[src/rtl/core/imu_wsd_ram.sv]
module imu_wsd_ram #(
  parameter int WIDTH = 8,
  parameter int DEPTH = 16
) (
  input  logic                     clk,
  input  logic                     wr_en,
  input  logic [$clog2(DEPTH)-1:0] wr_addr,
  input  logic [WIDTH-1:0]         wr_data,
  input  logic [$clog2(DEPTH)-1:0] rd_addr,
  output logic [WIDTH-1:0]         rd_data
);

  logic [WIDTH-1:0] mem_r [DEPTH];
  logic [WIDTH-1:0] rd_data_r;

  always_ff @(posedge clk) begin
    if (wr_en) begin
      mem_r[wr_addr] <= wr_data;
    end
    rd_data_r <= mem_r[rd_addr];
  end

  assign rd_data = rd_data_r;

endmodule

[config.mk]
export PLATFORM = sky130hd
export DESIGN_NAME = imu_wsd_ram
export DESIGN_NICKNAME = d
export VERILOG_FILES = /design/src/rtl/core/imu_wsd_ram.sv
export SDC_FILE = /design/constraint.sdc
export NUM_CORES = 1
export LEC_CHECK = 0
export ABC_AREA = 1
export BUFFER_PORTS_ARGS = -buffer_cell sky130_fd_sc_hd__buf_4
export CAP_MARGIN = 15
export CORE_ASPECT_RATIO = 0.6
export CORE_MARGIN = 2
export CORE_UTILIZATION = 65
export DETAILED_ROUTE_END_ITERATION = 10
export PLACE_DENSITY = 0.8
export SYNTH_ARGS = -nofsm -noshare
export SYNTH_HDL_FRONTEND = slang
export SYNTH_SLANG_ARGS = --single-unit
export TNS_END_PERCENT = 30
[constraint.sdc]
create_clock -name clk -period 2.1 [get_ports clk]
set_input_delay 0.21 -clock clk [delete_from_list [all_inputs] [get_ports clk]]
set_output_delay 0.21 -clock clk [all_outputs]
set_load 0.01 [all_outputs]
=== After elaboration in Yosys (flattened, before gate mapping) ===
Memory sizes are Yosys's and may differ from the RTL's. A register that Yosys moved wholly into a read port is not among the register bits.
Cells that the tools add are included.

* Register bits after elaboration: 0
* Bits in latches: 0
* Bits in writable memories: 128
* Memory bits (read-only): 0
* Bits of input ports: 18
* Output and inout bits: 8
* Word-level logic and storage cells: 3
* Memories kept: 1

* Add/sub/neg operators: 0
* $mul: 0
* Div/mod/pow operators: 0
* $lt $le $gt $ge: 0
* Equality and inequality tests: 0
* Shift-type cells: 0
* Multiplexer cells: 2
* Bitwise gates (word level): 0
* Reductions and logical operators: 0

{| class="wikitable"
|+ Memory list
! name !! words !! width !! read ports !! clocked after Yosys merged registers in !! write ports !! RTL line !! source
|-
| mem_r || 16 || 8 || 1 || 1 || 1 || 13 || <nowiki>logic [WIDTH-1:0] mem_r [DEPTH];</nowiki>
|}

{| class="wikitable"
|+ Operators by type and width
! kind !! number
|-
| $mux 1 || 2
|}

=== Depth between registers and ports, before layout ===
Gate-level depths: netlist of run 1.

* Word-level depth: 2
* Mapped depth: 8
* Depth with buffers taken out: 7

=== Worst setup path before layout of run 1 ===
OpenSTA, ideal clock, no wires.

* Kind: input -> register
* Start: in wr_addr[2]
* End: mem mem_r[10][0], enable pin
* Library setup time: 0.370 ns
* Arrival time: 0.791 ns
* Data required time: 1.730 ns
* Slack: 0.939 ns
* Cell stages on the path: 2
* Path buffers: 0
* Cells stage by stage: nand3b_1 nor2_1

{| class="wikitable"
|+ RTL lines
! element !! RTL line !! source
|-
| start, declared || 7 || <nowiki>input logic [$clog2(DEPTH)-1:0] wr_addr,</nowiki>
|-
| end, declared || 13 ||
|}

Straight into the memory's write port.

=== Worst setup path after layout of run 1 ===
* Start: in wr_addr[3]
* End: mem mem_r[7][7], enable pin

Straight into the memory's write port.

==> metrics, run 1 <==
Hold WS 0.119 ns; crit-path max cell delay 0.72 ns; pre-CTS WS 0.448 ns; # resized after CTS 0; VDD IR max 0.804 mV; CTS max path bufs 2; CP arrival 1.31 ns; Routed WL per cell 18.2 um; core area 8560 sq um; initial antenna violation count 0; CTS tree built; FF-to-FF setup slack 1.04 ns; first drt pass iteration count 7; multi-input logic area 1210 sq um; Fin Setup TNS 0 ns; RSZ-0062 raised after global routing no; run status finished, final reports clean; Final Skew 0.00866 ns; row count 26; max-slew violations 0; synthesized area 5770 sq um; Post-Syn Nets 569; Via density 5.65; critical register-to-register path startpoint mem_r[11][5]; Yosys top cell by area edfxtp_1; Clock Pin Slew Worst Setup and Hold Paths 0.05 ns; CP delay by family, top simple AND/OR/NAND/NOR gates; CP endpoint kind flop; dpl hpwl 8100 um; CP max-delay cell nor2_1; Warnings, synthesis 0; min Tclk post-route 1.27 ns; HP Start rd_addr[3]; final worst path period share 0.605; crit path from wr_addr[3]; Sinks on Clock Net 136; H-tree levels 4; worst endpoint required time 2.14 ns; clk root buf clkbuf_16; antenna diode count 0; global-route wire length before repair 20000 um; final WL 12900 um; num ports 26; Final Hold Viols 0; Initial Utilization 0.674; Mean Syn Cell Area 10.5 sq um; largest cells by area after synthesis edfxtp_1 67%, nand2_1 11%, nand3_1 8.4%; critical path peak fanout 8; Final ANT Viol Nets 0; WP buf/inv 1; Pleak 0.00291 uW; residual DRC count 0; fmax 787 MHz; Num CTS Buffers 17; endpoints failing setup 0; DRT iter0 DRCs 484; input/output buffers 25; gpl congestion 0.900; Worst-Skew Late Latency 0.42 ns; Reg area 4000 sq um; Die Wd 126 um; type of origin of the critical path input pin; post-synth cell types 12; Worst slew margin 0.416; Worst Max-Slew Pin Slew 0.873 ns; vias in the first global route 3654; register area share after synthesis 0.694; Post-Synthesis Cells 551; leading cell type in the layout, fill and taps excluded nand2_1; gr usage total 0.287; Filler Cells Inserted 538; post-route setup slack 0.830 ns; Min-Delay Path Class in2reg; setup repair bufs after CTS 0; NumNets Final 604; CP Class in2reg; GRT overflow 0; die area 9670 sq um; Synth Register Bits 136; routed vias 4014; most frequent cells in the layout 173 x nand2_1, 128 x edfxtp_1, 100 x inv_1; Die Y 77.0 um; P per Cell Area 976 nW/um^2; Synth top area share 0.667; critical path, cell by cell buf_4 -> nand3b_1 -> nor2_1; share of layout cells above drive strength 1 0.119; Syn-to-layout area delta 15.4%; largest net degree at the start of global routing 33; # hold bufs at CTS 0; Design Power 6490 uW; Max Cap Viol 0
==> state kept, by name (all words and copies together) (netlist names) <==
signal and count:
mem_r 128, rd_data 8
==> worst paths after layout <==
check	cells after the start	to
max	3	mem_r[7][7]
min	3	rd_data[6]
max reg2reg	6	rd_data[5]
min reg2reg	6	rd_data[6]
==> where the power goes <==
| part | switching (uW) | internal, uW |
|---|---|---|
| Sequential | 23.4 | 3040 |
| Combinational | 269 | 123 |
| Clock | 1060 | 1990 |
| Total | 1350 | 5150 |
==> cell usage after synthesis (all sizes together) <==
cell type / count
nor2: 17
inv: 102
dfxtp: 8
buf: 24
nand3b: 2
nand3: 97
nand2: 173
edfxtp: 128
==> logic make-up after synthesis <==
| group | count (synthesis) | synth area share |
|---|---|---|
| DFF | 136 | 0.694 |
| buffers and inverters | 126 | 0.0952 |
| and+or+nand+nor | 289 | 0.210 |
==> metal layers <==
layer  track usage  part of all wire
met1         0.431              0.43
met2         0.404              0.44
met3        0.0789              0.11
met4         0.109             0.017
met5             0                 0
==> layout make-up <==
| class | instances | share of cell area |
|---|---|---|
| clock buffer | 24 | 0.0739 |
| clock inverter | 8 | 0.0181 |
| inverter | 102 | 0.0576 |
| multi-input combinational | 289 | 0.182 |
| sequential | 136 | 0.602 |
| tap | 112 | 0.0211 |
| timing repair buffer | 40 | 0.0451 |
==> metrics by stage <==
step	area, sq um	cells	utilization
after floorplan	5770	551	-
after global placement	6040	679	0.706
after detailed placement	6040	679	0.706
after CTS	6650	711	0.778
after global routing	6650	711	0.778
final	6650	711	0.778
==> tightest hold or removal path: cells and delay by family <==
| kind | cells | cell delay [ns] |
|---|---|---|
| and+or+nand+nor | 2 | 0.14 |
| buffers and inverters | 1 | 0.15 |
Note: power is estimated with default switching activity, not from simulation.
==> inputs of run 2 (changes only) <==
--- a/config.mk
+++ b/config.mk
@@ -10,9 +10,9 @@
 export CAP_MARGIN = 15
 export CORE_ASPECT_RATIO = 0.6
 export CORE_MARGIN = 2
-export CORE_UTILIZATION = 65
+export CORE_UTILIZATION = 55
 export DETAILED_ROUTE_END_ITERATION = 10
-export PLACE_DENSITY = 0.8
+export PLACE_DENSITY = 0.71
 export SYNTH_ARGS = -nofsm -noshare
 export SYNTH_HDL_FRONTEND = slang
 export SYNTH_SLANG_ARGS = --single-unit
==> constraint.sdc (replaced) <==
create_clock -name clk -period 1.1 [get_ports clk]
set_input_delay 0.11 -clock clk [delete_from_list [all_inputs] [get_ports clk]]
set_output_delay 0.11 -clock clk [all_outputs]
set_load 0.01 [all_outputs]
==> run 2 against run 1 <==
Clock-buffer cell count down 4. Register-to-register slack worse by 0.96 ns. Setup slack got worse by 0.76 ns. Highest routed layer unchanged. Via count decreased by 1.1%. Sequential share of layout area is 1.4 points lower. Clock skew fell by 0.0035 ns. Routed wire length is 1.9% higher. Sequential cell count did not move. Clock power increased by 80%. Die area increased by 17%.
==> metrics, run 2 (same netlist as run 1, synthesis figures left out) <==
Via density 5.32; DP Area 6230 sq um; Die Wd 136 um; VDD IR max 1.17 mV; final worst path period share 0.937; NumNets Final 616; initial antenna violation count 0; antenna diode count 0; worst endpoint required time 0.99 ns; critical path peak fanout 1; Final Skew 0.00517 ns; Reg2Reg Depth 6; CP Class reg2out; input/output buffers 25; num ports 26; core area 10000 sq um; pre-CTS WS -0.0802 ns; clk root buf clkbuf_16; max reg flops 128; Worst-Skew Late Latency 0.40 ns; Crit. path cell count 1; CTS max path bufs 2; final instance area 6810 sq um; CTS tree built; H-tree levels 4; critical path, cell by cell buf_4; type of origin of the critical path flop; die area 11300 sq um; fmax 970 MHz; Sinks on Clock Net 136; GRT overflow 0; setup repair bufs after CTS 0; Die Y 83.3 um; Top reg by flops mem_r; Num CTS Buffers 17; Min-Delay Path Class in2reg; Clock Pin Slew Worst Setup and Hold Paths 0.05 ns; Syn-to-layout area delta 18.2%; Design Power 12100 uW; WP buf/inv 1; CP delay by family, top flip-flops; CP endpoint kind primary output; share of layout cells above drive strength 1 0.133; Pleak 0.00299 uW; leading cell type in the layout, fill and taps excluded nand2_1; run status finished, final reports clean; endpoints failing setup 0; first drt pass iteration count 5; Final Hold Viols 0; dpl hpwl 8230 um; max-slew violations 0; min Tclk post-route 1.03 ns; most frequent cells in the layout 173 x nand2_1, 128 x edfxtp_1, 100 x inv_1; DRT iter0 DRCs 467; P per Cell Area 1780 nW/um^2; vias in the first global route 3813; global-route wire length before repair 20600 um; Hold Path Depth 1; Max Cap Viol 0; Initial Utilization 0.576; Routed WL per cell 17.7 um; Hold WS 0.0437 ns; residual DRC count 0; Worst Max-Slew Pin Slew 0.301 ns; gpl congestion 0.867; final core utilization 0.680; CP arrival 0.92 ns; # hold bufs at CTS 0; RSZ-0062 raised after global routing no; Worst slew margin 0.799; largest net degree at the start of global routing 33; crit-path max cell delay 0.37 ns; routed vias 3970; gr usage total 0.251; CP max-delay cell dfxtp_1; Final ANT Viol Nets 0; final WL 13200 um; row count 28; post-route setup slack 0.0688 ns
## run 2: cell count changes in the layout (fill, tap and decap cells not counted), sizes merged
| cell | change |
|---|---|
| buf | +12 |
| clkinvlp | -1 |
| clkbuf | -4 |
| clkinv | +5 |
## run 2: power breakdown
part           internal [uW]  switching [uW]  leakage [uW]
clock                   3510            1960      0.000277
combinational            281             530       0.00148
sequential              5800            39.6       0.00122
total                   9590            2530       0.00299
## run 2: layout make-up
class                           instances  area [sq um]
Timing Repair Buffer                   52           465
Clock buffer                           20           437
Sequential cell                       136          4000
Multi-Input combinational cell        289          1220
Fill cell                             736          3210
Inverter                              102           383
Tap cell                              135           169
Clock inverter                         12           133
## run 2: per-layer routing
metal,share of wire,GRT usage,vias to the layer above
met4,0.011,0.0814,0
met2,0.44,0.360,193
met3,0.099,0.0830,17
met1,0.45,0.364,1895
li1,-,-,1865
met5,0,0,-
## run 2: metrics by stage
step | TNS (ns) | std cells
6_report | 0 | 746
5_1_grt | 0 | 746
4_1_cts | 0 | 746
3_5_place_dp | -2.64 | 714
3_3_place_gp | -1.44 | 714
2_1_floorplan | 0 | 551
## run 2: final timing paths
check / start / endpoint / slack [ns]
setup / recovery: rd_data[5] / rd_data[5] / 0.07
hold / removal: wr_data[2] / mem_r[0][2] / 0.04
setup reg to reg: mem_r[10][7] / rd_data[7] / 0.08
hold reg to reg: mem_r[2][5] / rd_data[5] / 0.66
## run 2: what timing repair did
item | 4_1_cts | 5_1_grt
hold endpoints to repair | 0 | 0
setup endpoints to repair | 0 | 1
gates resized for setup | 0 | 2
