`config.mk`:
```
export PLATFORM = sky130hd
export DESIGN_NAME = imu_wsd_root
export DESIGN_NICKNAME = d
export VERILOG_FILES = /design/src/rtl/core/imu_wsd_pkg.sv /design/src/rtl/core/imu_wsd_root.sv
export SDC_FILE = /design/constraint.sdc
export NUM_CORES = 1
export LEC_CHECK = 0
export BUFFER_PORTS_ARGS = -buffer_cell sky130_fd_sc_hd__buf_2
export CORE_MARGIN = 2
export CORE_UTILIZATION = 45
export CTS_CLUSTER_DIAMETER = 60
export DETAILED_ROUTE_END_ITERATION = 7
export SYNTH_ARGS = -nofsm -noshare
export SYNTH_HDL_FRONTEND = slang
export SYNTH_SLANG_ARGS = --single-unit
```
`constraint.sdc`:
```
create_clock -name clk -period 13.2 [get_ports clk]
set_input_delay 0 -clock clk [delete_from_list [all_inputs] [get_ports clk]]
set_output_delay 0 -clock clk [all_outputs]
set_load 0.01 [all_outputs]
```
`src/rtl/core/imu_wsd_pkg.sv`:
```
package imu_wsd_pkg;

  localparam int WIN_LOG2     = 4;
  localparam int WIN_DEPTH    = 1 << WIN_LOG2;
  localparam int SMP_W        = 16;
  localparam int N_AXES       = 3;
  localparam int IN_DATA_W    = 9 * SMP_W;
  localparam int RING_W       = 6 * SMP_W;
  localparam int SUM_W        = SMP_W + WIN_LOG2;
  localparam int SQ1_W        = 2 * SMP_W - 1;
  localparam int SQ_W         = SQ1_W + WIN_LOG2;
  localparam int NUM_W        = SQ_W + WIN_LOG2;
  localparam int PROD_W       = 2 * SUM_W;
  localparam int DIFF_W       = ((NUM_W > PROD_W) ? NUM_W : PROD_W) + 1;
  localparam int VAR_DIV      = WIN_DEPTH * (WIN_DEPTH - 1);
  localparam int DIV_W        = 2 * WIN_LOG2;
  localparam int ROOT_W       = 16;
  localparam int ROOT_K_W     = $clog2(ROOT_W);
  localparam int TR_W         = DIV_W + 2 * ROOT_W + 1;
  localparam int DS_W         = DIV_W + ROOT_W + 1;
  localparam int TOT_W        = ROOT_W + 2;
  localparam int CMP_W        = TOT_W + 4;
  localparam int THR_W        = 18;
  localparam int THR_RESET    = 100;
  localparam int STILL_DIV    = 10;
  localparam int PHASE_PERIOD = 20;
  localparam int PHASE_W      = $clog2(PHASE_PERIOD);
  localparam int ACCEL_PHASE  = 19;
  localparam int MAG_PHASE    = 17;
  localparam int OUT_DATA_W   = 56;
  localparam int KIND_W       = 2;
  localparam int AXIS_W       = 2;

  localparam logic [AXIS_W-1:0] AXIS_X = 2'd0;
  localparam logic [AXIS_W-1:0] AXIS_Y = 2'd1;
  localparam logic [AXIS_W-1:0] AXIS_Z = 2'd2;

  typedef enum logic [KIND_W-1:0] {
    KIND_ACCEL     = 2'd0,
    KIND_MAG       = 2'd1,
    KIND_ZERO_RATE = 2'd2
  } kind_t;

  typedef enum logic [3:0] {
    ST_IDLE,
    ST_SQN,
    ST_FILL,
    ST_SQO,
    ST_UPD,
    ST_MUL,
    ST_NUM,
    ST_ROOT,
    ST_CMP,
    ST_EMIT_M,
    ST_EMIT_Z
  } seq_state_t;

  typedef struct packed {
    logic             start;
    logic [NUM_W-1:0] num;
  } root_req_t;

  typedef struct packed {
    logic              busy;
    logic              done;
    logic [ROOT_W-1:0] root;
  } root_sts_t;

endpackage

```
`src/rtl/core/imu_wsd_root.sv`:
```
// Finds the largest root s with VAR_DIV * s * s <= num, one bit per cycle.
module imu_wsd_root
  import imu_wsd_pkg::*;
(
  input  logic      clk,
  input  logic      rst_n,
  input  root_req_t req,
  output root_sts_t sts
);

  logic                run_r, run_nxt;
  logic                done_r, done_nxt;
  logic [ROOT_K_W-1:0] k_r, k_nxt;
  logic [ROOT_W-1:0]   s_r, s_nxt;
  logic [DS_W-1:0]     ds_r, ds_nxt;
  logic [TR_W-1:0]     ds2_r, ds2_nxt;
  logic [NUM_W-1:0]    num_r, num_nxt;
  logic [TR_W-1:0]     trial;

  always_comb begin
    trial = ds2_r
          + (TR_W'(ds_r) << ({1'b0, k_r} + 1'b1))
          + (TR_W'(VAR_DIV) << {k_r, 1'b0});
    run_nxt  = run_r;
    done_nxt = 1'b0;
    k_nxt    = k_r;
    s_nxt    = s_r;
    ds_nxt   = ds_r;
    ds2_nxt  = ds2_r;
    num_nxt  = num_r;
    if (run_r) begin
      if (trial <= TR_W'(num_r)) begin
        ds2_nxt     = trial;
        ds_nxt      = ds_r + (DS_W'(VAR_DIV) << k_r);
        s_nxt[k_r]  = 1'b1;
      end
      if (k_r == '0) begin
        run_nxt  = 1'b0;
        done_nxt = 1'b1;
      end else begin
        k_nxt = k_r - 1'b1;
      end
    end else if (req.start) begin
      run_nxt = 1'b1;
      k_nxt   = ROOT_K_W'(ROOT_W - 1);
      s_nxt   = '0;
      ds_nxt  = '0;
      ds2_nxt = '0;
      num_nxt = req.num;
    end
  end

  always_ff @(posedge clk) begin
    if (!rst_n) begin
      run_r  <= 1'b0;
      done_r <= 1'b0;
    end else begin
      run_r  <= run_nxt;
      done_r <= done_nxt;
    end
    k_r   <= k_nxt;
    s_r   <= s_nxt;
    ds_r  <= ds_nxt;
    ds2_r <= ds2_nxt;
    num_r <= num_nxt;
  end

  assign sts.busy = run_r;
  assign sts.done = done_r;
  assign sts.root = s_r;

endmodule
```
Yosys cells after proc, flatten, opt, wreduce, memory -nomap -nowiden --
Index checks and enable logic that the tools add are counted.
Word-level totals: register bits after elaboration 127, input port bits 42, word-level logic and storage cells 47, output and inout bits 18
Cells by class: bitwise logic cells 2, reductions and logical operators 7, shift-type cells 3, mux-type cells 18, eq/ne operators 2, $add $sub $neg 5, order comparisons 3
Operator list (count):
- 2-to-1 mux 41 bit | 3
- adder 41 bit | 2
- 2-to-1 mux 25 bit | 3
- 2-to-1 mux 16 bit | 3
- less-or-equal comparator 41 x 39 -> 1 bit | 1
- left shift 25 x 5 -> 41 bit | 1
- left shift 8 x 5 -> 41 bit, first input constant | 1
- adder 25 bit | 1
- left shift 8 x 4 -> 25 bit, first input constant | 1
- OR 16 bit | 1
- 2-to-1 mux 4 bit | 3
- AND reduction 2 bit | 4
- adder 4 x 1 -> 5 bit, second input constant | 1
- less-than comparator 4 x 5 -> 1 bit, second input constant | 1
- 2-to-1 mux 1 bit | 5
- demux 1 bit (select 4 bit) | 1
- >= comparator 4 x 1 -> 1 bit, second input constant | 1
- zero test 4 bit | 1
- subtractor 4 x 1 -> 4 bit, second input constant | 1
- inequality test 2 x 1 -> 1 bit, second input constant | 1
- inequality test 2 bit, second input constant | 1
- nonzero test 2 bit | 1
- logical AND 1 bit | 1
- NOT 1 bit | 1

Longest topological paths before layout --
Gate-level depths: netlist of run 1.
word-level depth 7, depth in mapped cells 36, mapped depth without buffers 30

Worst setup path before layout of run 1 --
Ideal clock, no wire load.
path kind reg-to-reg, start register k_r[0], end register ds2_r[0] (enable), clock period less this slack 12629 ps, library setup time 629 ps, cell stages (with the launch flop) 32, buffers on the path 6, path slack 571 ps, arrival time 11999 ps, data required time 12571 ps, cell sequence edfxtp_1 -> buf_2 -> inv_2 -> buf_1 -> ha_1 -> buf_6 -> buf_4 -> buf_1 -> mux2i_1 -> mux2i_1 -> mux2_2 -> o21ai_0 -> o22ai_1 -> fa_1 -> ha_1 -> buf_6 -> a21o_1 -> a2111oi_2 -> o21ai_1 -> a31oi_4 -> a21oi_2 -> o21a_4 -> or3_4 -> a21oi_4 -> xnor2_1 -> ha_1 -> nand4_1 -> nor3_1 -> nand3_1 -> o21ai_0 -> o21ai_0 -> o31ai_1
Between the ends: cells in the longest elaborated chain, start to end 7, elaborated cells on any way between the ends 8, those cells by class add/sub: 3; order compare: 1; eq/ne: 1; shift: 2; reduce/logical: 1
Ends and longest elaborated chain:
- start: declaration | line imu_wsd_root.sv:13 | logic [ROOT_K_W-1:0] k_r, k_nxt;
- start signal: assignment | line imu_wsd_root.sv:61 | k_r <= k_nxt;
- adder 4 x 1 -> 5 bit | line imu_wsd_root.sv:22 | + (TR_W'(ds_r) << ({1'b0, k_r} + 1'b1))
- left shift 25 x 5 -> 41 bit | line imu_wsd_root.sv:22
- adder 41 bit | line imu_wsd_root.sv:22
- adder 41 bit (*) | line imu_wsd_root.sv:23 | + (TR_W'(VAR_DIV) << {k_r, 1'b0});
- named net trial[37] | line imu_wsd_root.sv:18 | logic [TR_W-1:0] trial;
- less-or-equal comparator 41 x 39 -> 1 bit (*) | line imu_wsd_root.sv:32 | if (trial <= TR_W'(num_r)) begin
- inequality test 2 x 1 -> 1 bit (no line) (*)
- AND reduction 2 bit (no line) (*)
- end signal: assignment | line imu_wsd_root.sv:64 | ds2_r <= ds2_nxt;
- end: declaration | line imu_wsd_root.sv:16 | logic [TR_W-1:0] ds2_r, ds2_nxt;
Mark *: on every way through the listed nets, which the timed path passes. The rest lies on a longest branch. A chain may end at the register's enable or synchronous reset.

Final worst setup path of run 1 --
start register k_r[0], end register ds2_r[8] (enable)
Same word-level chain as after synthesis.

==> impl_metrics.ini, run 1 <==
[clocking]
cts_root_buf = clkbuf_16
htree_levels = 4
clock_path_buffers = 2
cts_resized = 0
numCtsBuffers = 17
path_clk_slew_ns = 0.06
tritoncts = yes
clk_latency_ns = 0.44
clock_sinks = 123

[final_layout]
num_antenna_cells = 0
area_growth_pct = 14.2
layout_common_cells = 121 x edfxtp_1, 116 x ha_1, 111 x nor2_1
final_common_cell = edfxtp_1
nNetsFinal = 1412
post-route-util_pct = 51.9
drive_above_1_share_pct = 11.2

[synth]
syn_area_per_cell_sq_um = 9.63
async_flop_share_pct = 0
synth_flop_cell = edfxtp_1
synth-seq-cells = 123
ys_seq_area_share_pct = 33.6
netlist_area_sq_um = 10900
synth_cell_types = 83
synth_edf_count = 121
ys_warn_count = 0
synth_cells = 1137

[detailed_routing]
viasPerCell = 5.59
drt-pass1-iter-count = 5
routedWlPerCell_microns = 18.4
routed-via-count = 8681
routed_wl_mm = 28.5
drcViolationCount = 0
ant_nets = 0
dr.first_iter.drc_count = 641

[timing]
worstMarginPinSlew_ns = 0.978
hold_viol = 0
whs_ns = 0.270
tns_ns = 0
fmax_ghz = 0.111
rsz0062_at_grt = false
period_share_pct = 68.1
setup_violations = 0
relSlewSlack_pct = 34.8
min_period_ns = 8.99
clock-skew-final_ns = 0.00947
slew_viol_final = 0

[pwr]
p_sw_w = 0.00151
powerDensity_nw_per_um2 = 262
p_leak_nw = 5.59
p_comb_share_pct = 63.0
irDropWorstVdd_mv = 0.194
sw_frac_of_total_pct = 46.1
internal_power_w = 0.00177
power_frac_clock_pct = 14.7
seq_power_share_pct = 22.3

[setup_path]
path_max_fanout = 50
crit_path_frequent_cell = o21ai_0
critPathLaunchType = flop
critPathRequiredTime_ns = 13.26
max_stage_delay_ns = 0.64
cpLargestDelayFamily = compound AO/OA/AOI/OAI gates
critPathArrivalTime_ns = 9.05
crit_type = reg -> reg
cp-end-kind = flop
critPathBufInv = 4
cpMaxStageDelayCell = inv_1

[floorplan]
dieArea_sq_um = 25600
io_pins = 60
die_h_microns = 160
num_rows = 57
dieWidth_microns = 160
core_area_sq_um = 24100
initial_utilization_pct = 45.4

[global_routing]
grt_antenna_before_repair = 0
grt_usage_pct = 22.9
grt_start_max_net_pins = 53
grt_pass1_wl_mm = 45.8
gr-total-overflow = 0
grt_pass1_vias = 8621

[outcome]
status = finished, final reports clean

[hold_path]
min_path_type = in -> reg

[place]
port_buffers = 59
dp_hpwl_mm = 21.6
place.gp.congestion = 0.973

[flow_run]
cap_violations = 0
## cell families (layout without fill, tap and decap cells)
logic type	count (synthesis)	count (layout)	share of synthesized area (%)
AO/OA/AOI/OAI	289	289	17.1
multiplexers	42	42	4.47
adder cells (fa/ha/maj)	152	152	19.8
flip-flops	123	123	33.6
AND/OR/NAND/NOR	368	368	16.8
buffers and inverters	118	208	4.38
other	1	4	0.0343
XOR/XNOR	44	44	3.76
## final cells by class
cell class,instances,area [sq um]
repair buffers,109,771
flip-flops and latches,123,3670
multi-input cells,899,6820
fillers,2282,11600
clock inverters,13,153
well taps,324,405
clock buffers,18,429
inverters,68,255
## cells in the mapped netlist, types with 3 or more instances
cell / number / area, sq um
o21ai_0: 59 / 295
a21boi_0: 4 / 30.0
and2_1: 50 / 313
xnor2_1: 30 / 263
fa_1: 36 / 721
xor2_1: 12 / 105
ha_1: 116 / 1450
clkbuf_1: 37 / 139
o211ai_1: 8 / 60.1
mux2i_1: 26 / 260
a211oi_1: 8 / 60.1
nand3_1: 16 / 80.1
nand4_1: 17 / 106
nor2b_1: 18 / 113
a21oi_1: 91 / 455
o22ai_1: 8 / 50.1
nand2b_1: 13 / 81.3
a21o_1: 37 / 278
buf_6: 3 / 33.8
nor3_1: 30 / 150
o31ai_1: 6 / 45.0
or2_2: 3 / 18.8
inv_1: 67 / 251
a22o_1: 3 / 26.3
buf_4: 3 / 22.5
a31oi_1: 7 / 43.8
and3_1: 12 / 75.1
a2111oi_2: 3 / 45.0
o21a_1: 14 / 105
buf_1: 5 / 18.8
o21bai_1: 4 / 30.0
o22a_1: 3 / 26.3
edfxtp_1: 121 / 3630
nand2_1: 74 / 278
mux2_2: 11 / 124
o21ai_1: 6 / 30.0
mux4_2: 3 / 67.6
a211o_1: 5 / 43.8
nor3b_1: 3 / 22.5
nor2_1: 111 / 417
or3_1: 4 / 25.0
## registers in the layout (all words and copies together), names as in the netlist
signal and cells:
num_r 39, k_r 4, ds2_r 41, run_r 1, done_r 1, s_r 16
ds_r 21
## layer usage
| layer | wire length (microns) | GRT usage [%] | vias to the layer above |
|---|---|---|---|
| met5 | 0 | 0 | - |
| met4 | 941 | 9.05 | 0 |
| met3 | 1190 | 3.17 | 52 |
| met2 | 13400 | 37.3 | 244 |
| met1 | 13000 | 30.9 | 4106 |
| li1 | - | - | 4279 |
## power groups by stage
stage / logic (W) / clock network, W / registers (W)
after floorplan: 0.00151 / 0 / 0.000742
after global placement: 0.00201 / 0 / 0.000742
after detailed placement: 0.00203 / 0 / 0.000738
after CTS: 0.00206 / 0.000492 / 0.000733
after global routing: 0.00230 / 0.000500 / 0.000749
final: 0.00207 / 0.000482 / 0.000731
## worst paths after layout
path / start / slack (ns) / endpoint / depth (start not counted)
max: k_r[0]$_SDFFCE_PN1P_ / 4.21 / ds2_r[8]$_SDFFCE_PN0P_ / 26
min: req[28] / 0.27 / num_r[28]$_DFFE_PP_ / 2
max reg2reg: k_r[0]$_SDFFCE_PN1P_ / 4.21 / ds2_r[8]$_SDFFCE_PN0P_ / 26
min reg2reg: s_r[4]$_SDFFCE_PN0P_ / 0.56 / s_r[4]$_SDFFCE_PN0P_ / 2
## what timing repair did
action | CTS | global route
hold endpoints to repair | 41 | 0
setup buffers | 0 | 0
hold buffers | 40 | 0
## stage by stage
step | worst slack (ns) | area [sq um] | std cells | total power (W)
after floorplan | 0.571 | 11000 | 1140 | 0.00226
after global placement | 4.35 | 11500 | 1483 | 0.00275
after detailed placement | 4.27 | 11500 | 1483 | 0.00276
after CTS | 4.22 | 12500 | 1554 | 0.00328
after global routing | 3.79 | 12500 | 1554 | 0.00355
final | 4.21 | 12500 | 1554 | 0.00328
Power figures use the tool's default switching activity.
==> run 2: changes to the inputs <==
ABC_AREA = 1   (was default)
clock period = 8.8 ns   (was 13.2 ns; I/O delays follow)
==> run 2 against run 1 <==
Effect of this change:
- first-iteration DRC count grew 17%
- die area grew 3.7%
- combinational power grew 26%
- sequential power grew 33%
- flip-flop and latch count is the same
- total power grew 32%
- via count grew 17%
- hold slack lost 0.0092 ns
- routed wire length grew 20%
- utilization grew 0.13 points
- register-to-register slack lost 3.5 ns
- synthesized cell count grew 29%
- critical path type unchanged
- critical endpoint is now ds2_r[10]$_SDFFCE_PN0P_
==> impl_metrics.ini, run 2 <==
[outcome]
status = finished, final reports clean

[synth]
yosysTopAreaCell = edfxtp_1
ys_seq_area_share_pct = 32.3
synth_edf_count = 121
async_flop_share_pct = 0
synth_flop_cell = edfxtp_1
synth.most_common_cell = nand2_1
syn_area_per_cell_sq_um = 7.76
yosys.area.top_type_share_pct = 32.0
synth-seq-cells = 123
synth_cell_types = 54
synth_common_cells = 320 x nand2_1, 210 x inv_1, 175 x nor2_1, 121 x edfxtp_1, 119 x a21oi_1
synth_cells = 1463
ys_warn_count = 0
ys_top_cells_by_area = edfxtp_1 32%, ha_1 13%, nand2_1 11%
netlist_area_sq_um = 11400

[timing]
relSlewSlack_pct = 24.1
fmax_ghz = 0.123
clock-skew-final_ns = 0.0207
worstMarginPinSlew_ns = 1.13
rsz0062_at_grt = false
slew_viol_final = 0
hold_viol = 0
tns_ns = 0
min_period_ns = 8.12
period_share_pct = 92.3
setup_violations = 0

[final_layout]
reg_top3 = ds2_r (41), num_r (39), ds_r (21)
drive_above_1_share_pct = 9.03
nNetsFinal = 1753
final_common_cell = nand2_1
num_antenna_cells = 0
top_register = ds2_r
layout_common_cells = 319 x nand2_1, 209 x inv_1, 174 x nor2_1
largest_register_ffs = 41
area_growth_pct = 14.3
final_cells = 1902

[place]
place.gp.congestion = 0.980
place_inst = 1830
port_buffers = 59
dp_hpwl_mm = 27.3

[global_routing]
grt_antenna_before_repair = 0
grt_usage_pct = 26.9
grt_start_max_net_pins = 41
grt_pass1_vias = 10159
gr-total-overflow = 0
grt_pass1_wl_mm = 54.4

[setup_path]
critPathRequiredTime_ns = 8.92
critPathBufInv = 5
reg2reg_slack_ns = 0.68
max_stage_delay_ns = 0.62
path_max_fanout = 40
cp_num_cells = 26
crit_type = reg -> reg
crit_path_frequent_cell = ha_1
critPathArrivalTime_ns = 8.24
worst-r2r-cell-count = 26
cp-end-kind = flop
cpLargestDelayFamily = simple AND/OR/NAND/NOR gates
critPathLaunchType = flop
cpMaxStageDelayCell = o21ai_0

[detailed_routing]
dr.first_iter.drc_count = 751
routedWlPerCell_microns = 17.9
viasPerCell = 5.33
drcViolationCount = 0
drt-pass1-iter-count = 5
routed_wl_mm = 34.1
routed-via-count = 10130
ant_nets = 0

[clocking]
numCtsBuffers = 17
cts_root_buf = clkbuf_16
path_clk_slew_ns = 0.06
htree_levels = 4
postCtsSetupRepairBufs = 0
clk_latency_ns = 0.45
tritoncts = yes
clock_path_buffers = 2
holdBufCountCts = 40
cts_resized = 0
clock_sinks = 123

[pwr]
irDropWorstVdd_mv = 0.167
p_leak_nw = 6.17
powerDensity_nw_per_um2 = 333

[floorplan]
dieWidth_microns = 163
die_h_microns = 163
dieArea_sq_um = 26500
io_pins = 60
num_rows = 58
initial_utilization_pct = 45.5
core_area_sq_um = 25000

[hold_path]
min_path_type = in -> reg
min_path_cells = 2

[flow_run]
cap_violations = 0
run 2: layout make-up:
type / count / area [sq um]
Tap cell: 330 / 413
Clock buffer: 17 / 425
Sequential cell: 123 / 3670
Clock inverter: 15 / 163
Multi-Input combinational cell: 1093 / 6730
Inverter: 218 / 821
Fill cell: 2492 / 12000
Timing Repair Buffer: 106 / 761
run 2: report_power, final:
part           leakage (nW)  total (W)  switching, W  internal (W)
clock network         0.283   0.000740      0.000318      0.000422
logic                  4.68    0.00261       0.00173      0.000883
registers              1.20   0.000975      0.000105      0.000870
total                  6.17    0.00433       0.00215       0.00217
run 2: path summary, 6_finish.rpt:
check	from	end
min	req[31]	num_r[31]$_DFFE_PP_
max	k_r[0]$_SDFFCE_PN1P_	ds2_r[10]$_SDFFCE_PN0P_
max reg2reg	k_r[0]$_SDFFCE_PN1P_	ds2_r[10]$_SDFFCE_PN0P_
min reg2reg	s_r[7]$_SDFFCE_PN0P_	s_r[7]$_SDFFCE_PN0P_
run 2: metrics by stage:
step | hold WS (ns) | total power (W) | setup WS [ns] | instance area (sq um) | util (%)
final | 0.261 | 0.00433 | 0.681 | 13000 | 52.0
after floorplan | 0.0989 | 0.00281 | 1.55 | 11400 | -
after global routing | 0.263 | 0.00472 | 0.148 | 13000 | 52.0
after detailed placement | 0.178 | 0.00354 | 0.847 | 12000 | 48.0
after CTS | 0.256 | 0.00430 | 0.799 | 13000 | 52.0
after global placement | 0.176 | 0.00351 | 0.857 | 12000 | 48.0
run 2: cells by family (layout without fill, tap and decap cells):
group | Yosys count | in the layout | share of synthesized area, %
AOI/OAI and AO/OA | 284 | 284 | 14.2
xor gates and xnor gates | 31 | 31 | 2.39
adders and majority gates | 152 | 152 | 19.1
buffers and inverters | 250 | 356 | 8.67
DFF | 123 | 123 | 32.3
muxes | 4 | 4 | 0.353
other | 1 | 4 | 0.0330
and+or+nand+nor | 618 | 618 | 22.9
run 2: layer usage:
| metal | GRT usage [%] | vias to the layer above | part of all wire, % |
|---|---|---|---|
| met2 | 46.0 | 282 | 48 |
| met3 | 3.13 | 70 | 3.8 |
| li1 | - | 5046 | - |
| met1 | 34.4 | 4732 | 44 |
| met4 | 11.8 | 0 | 4.1 |
| met5 | 0 | - | 0 |
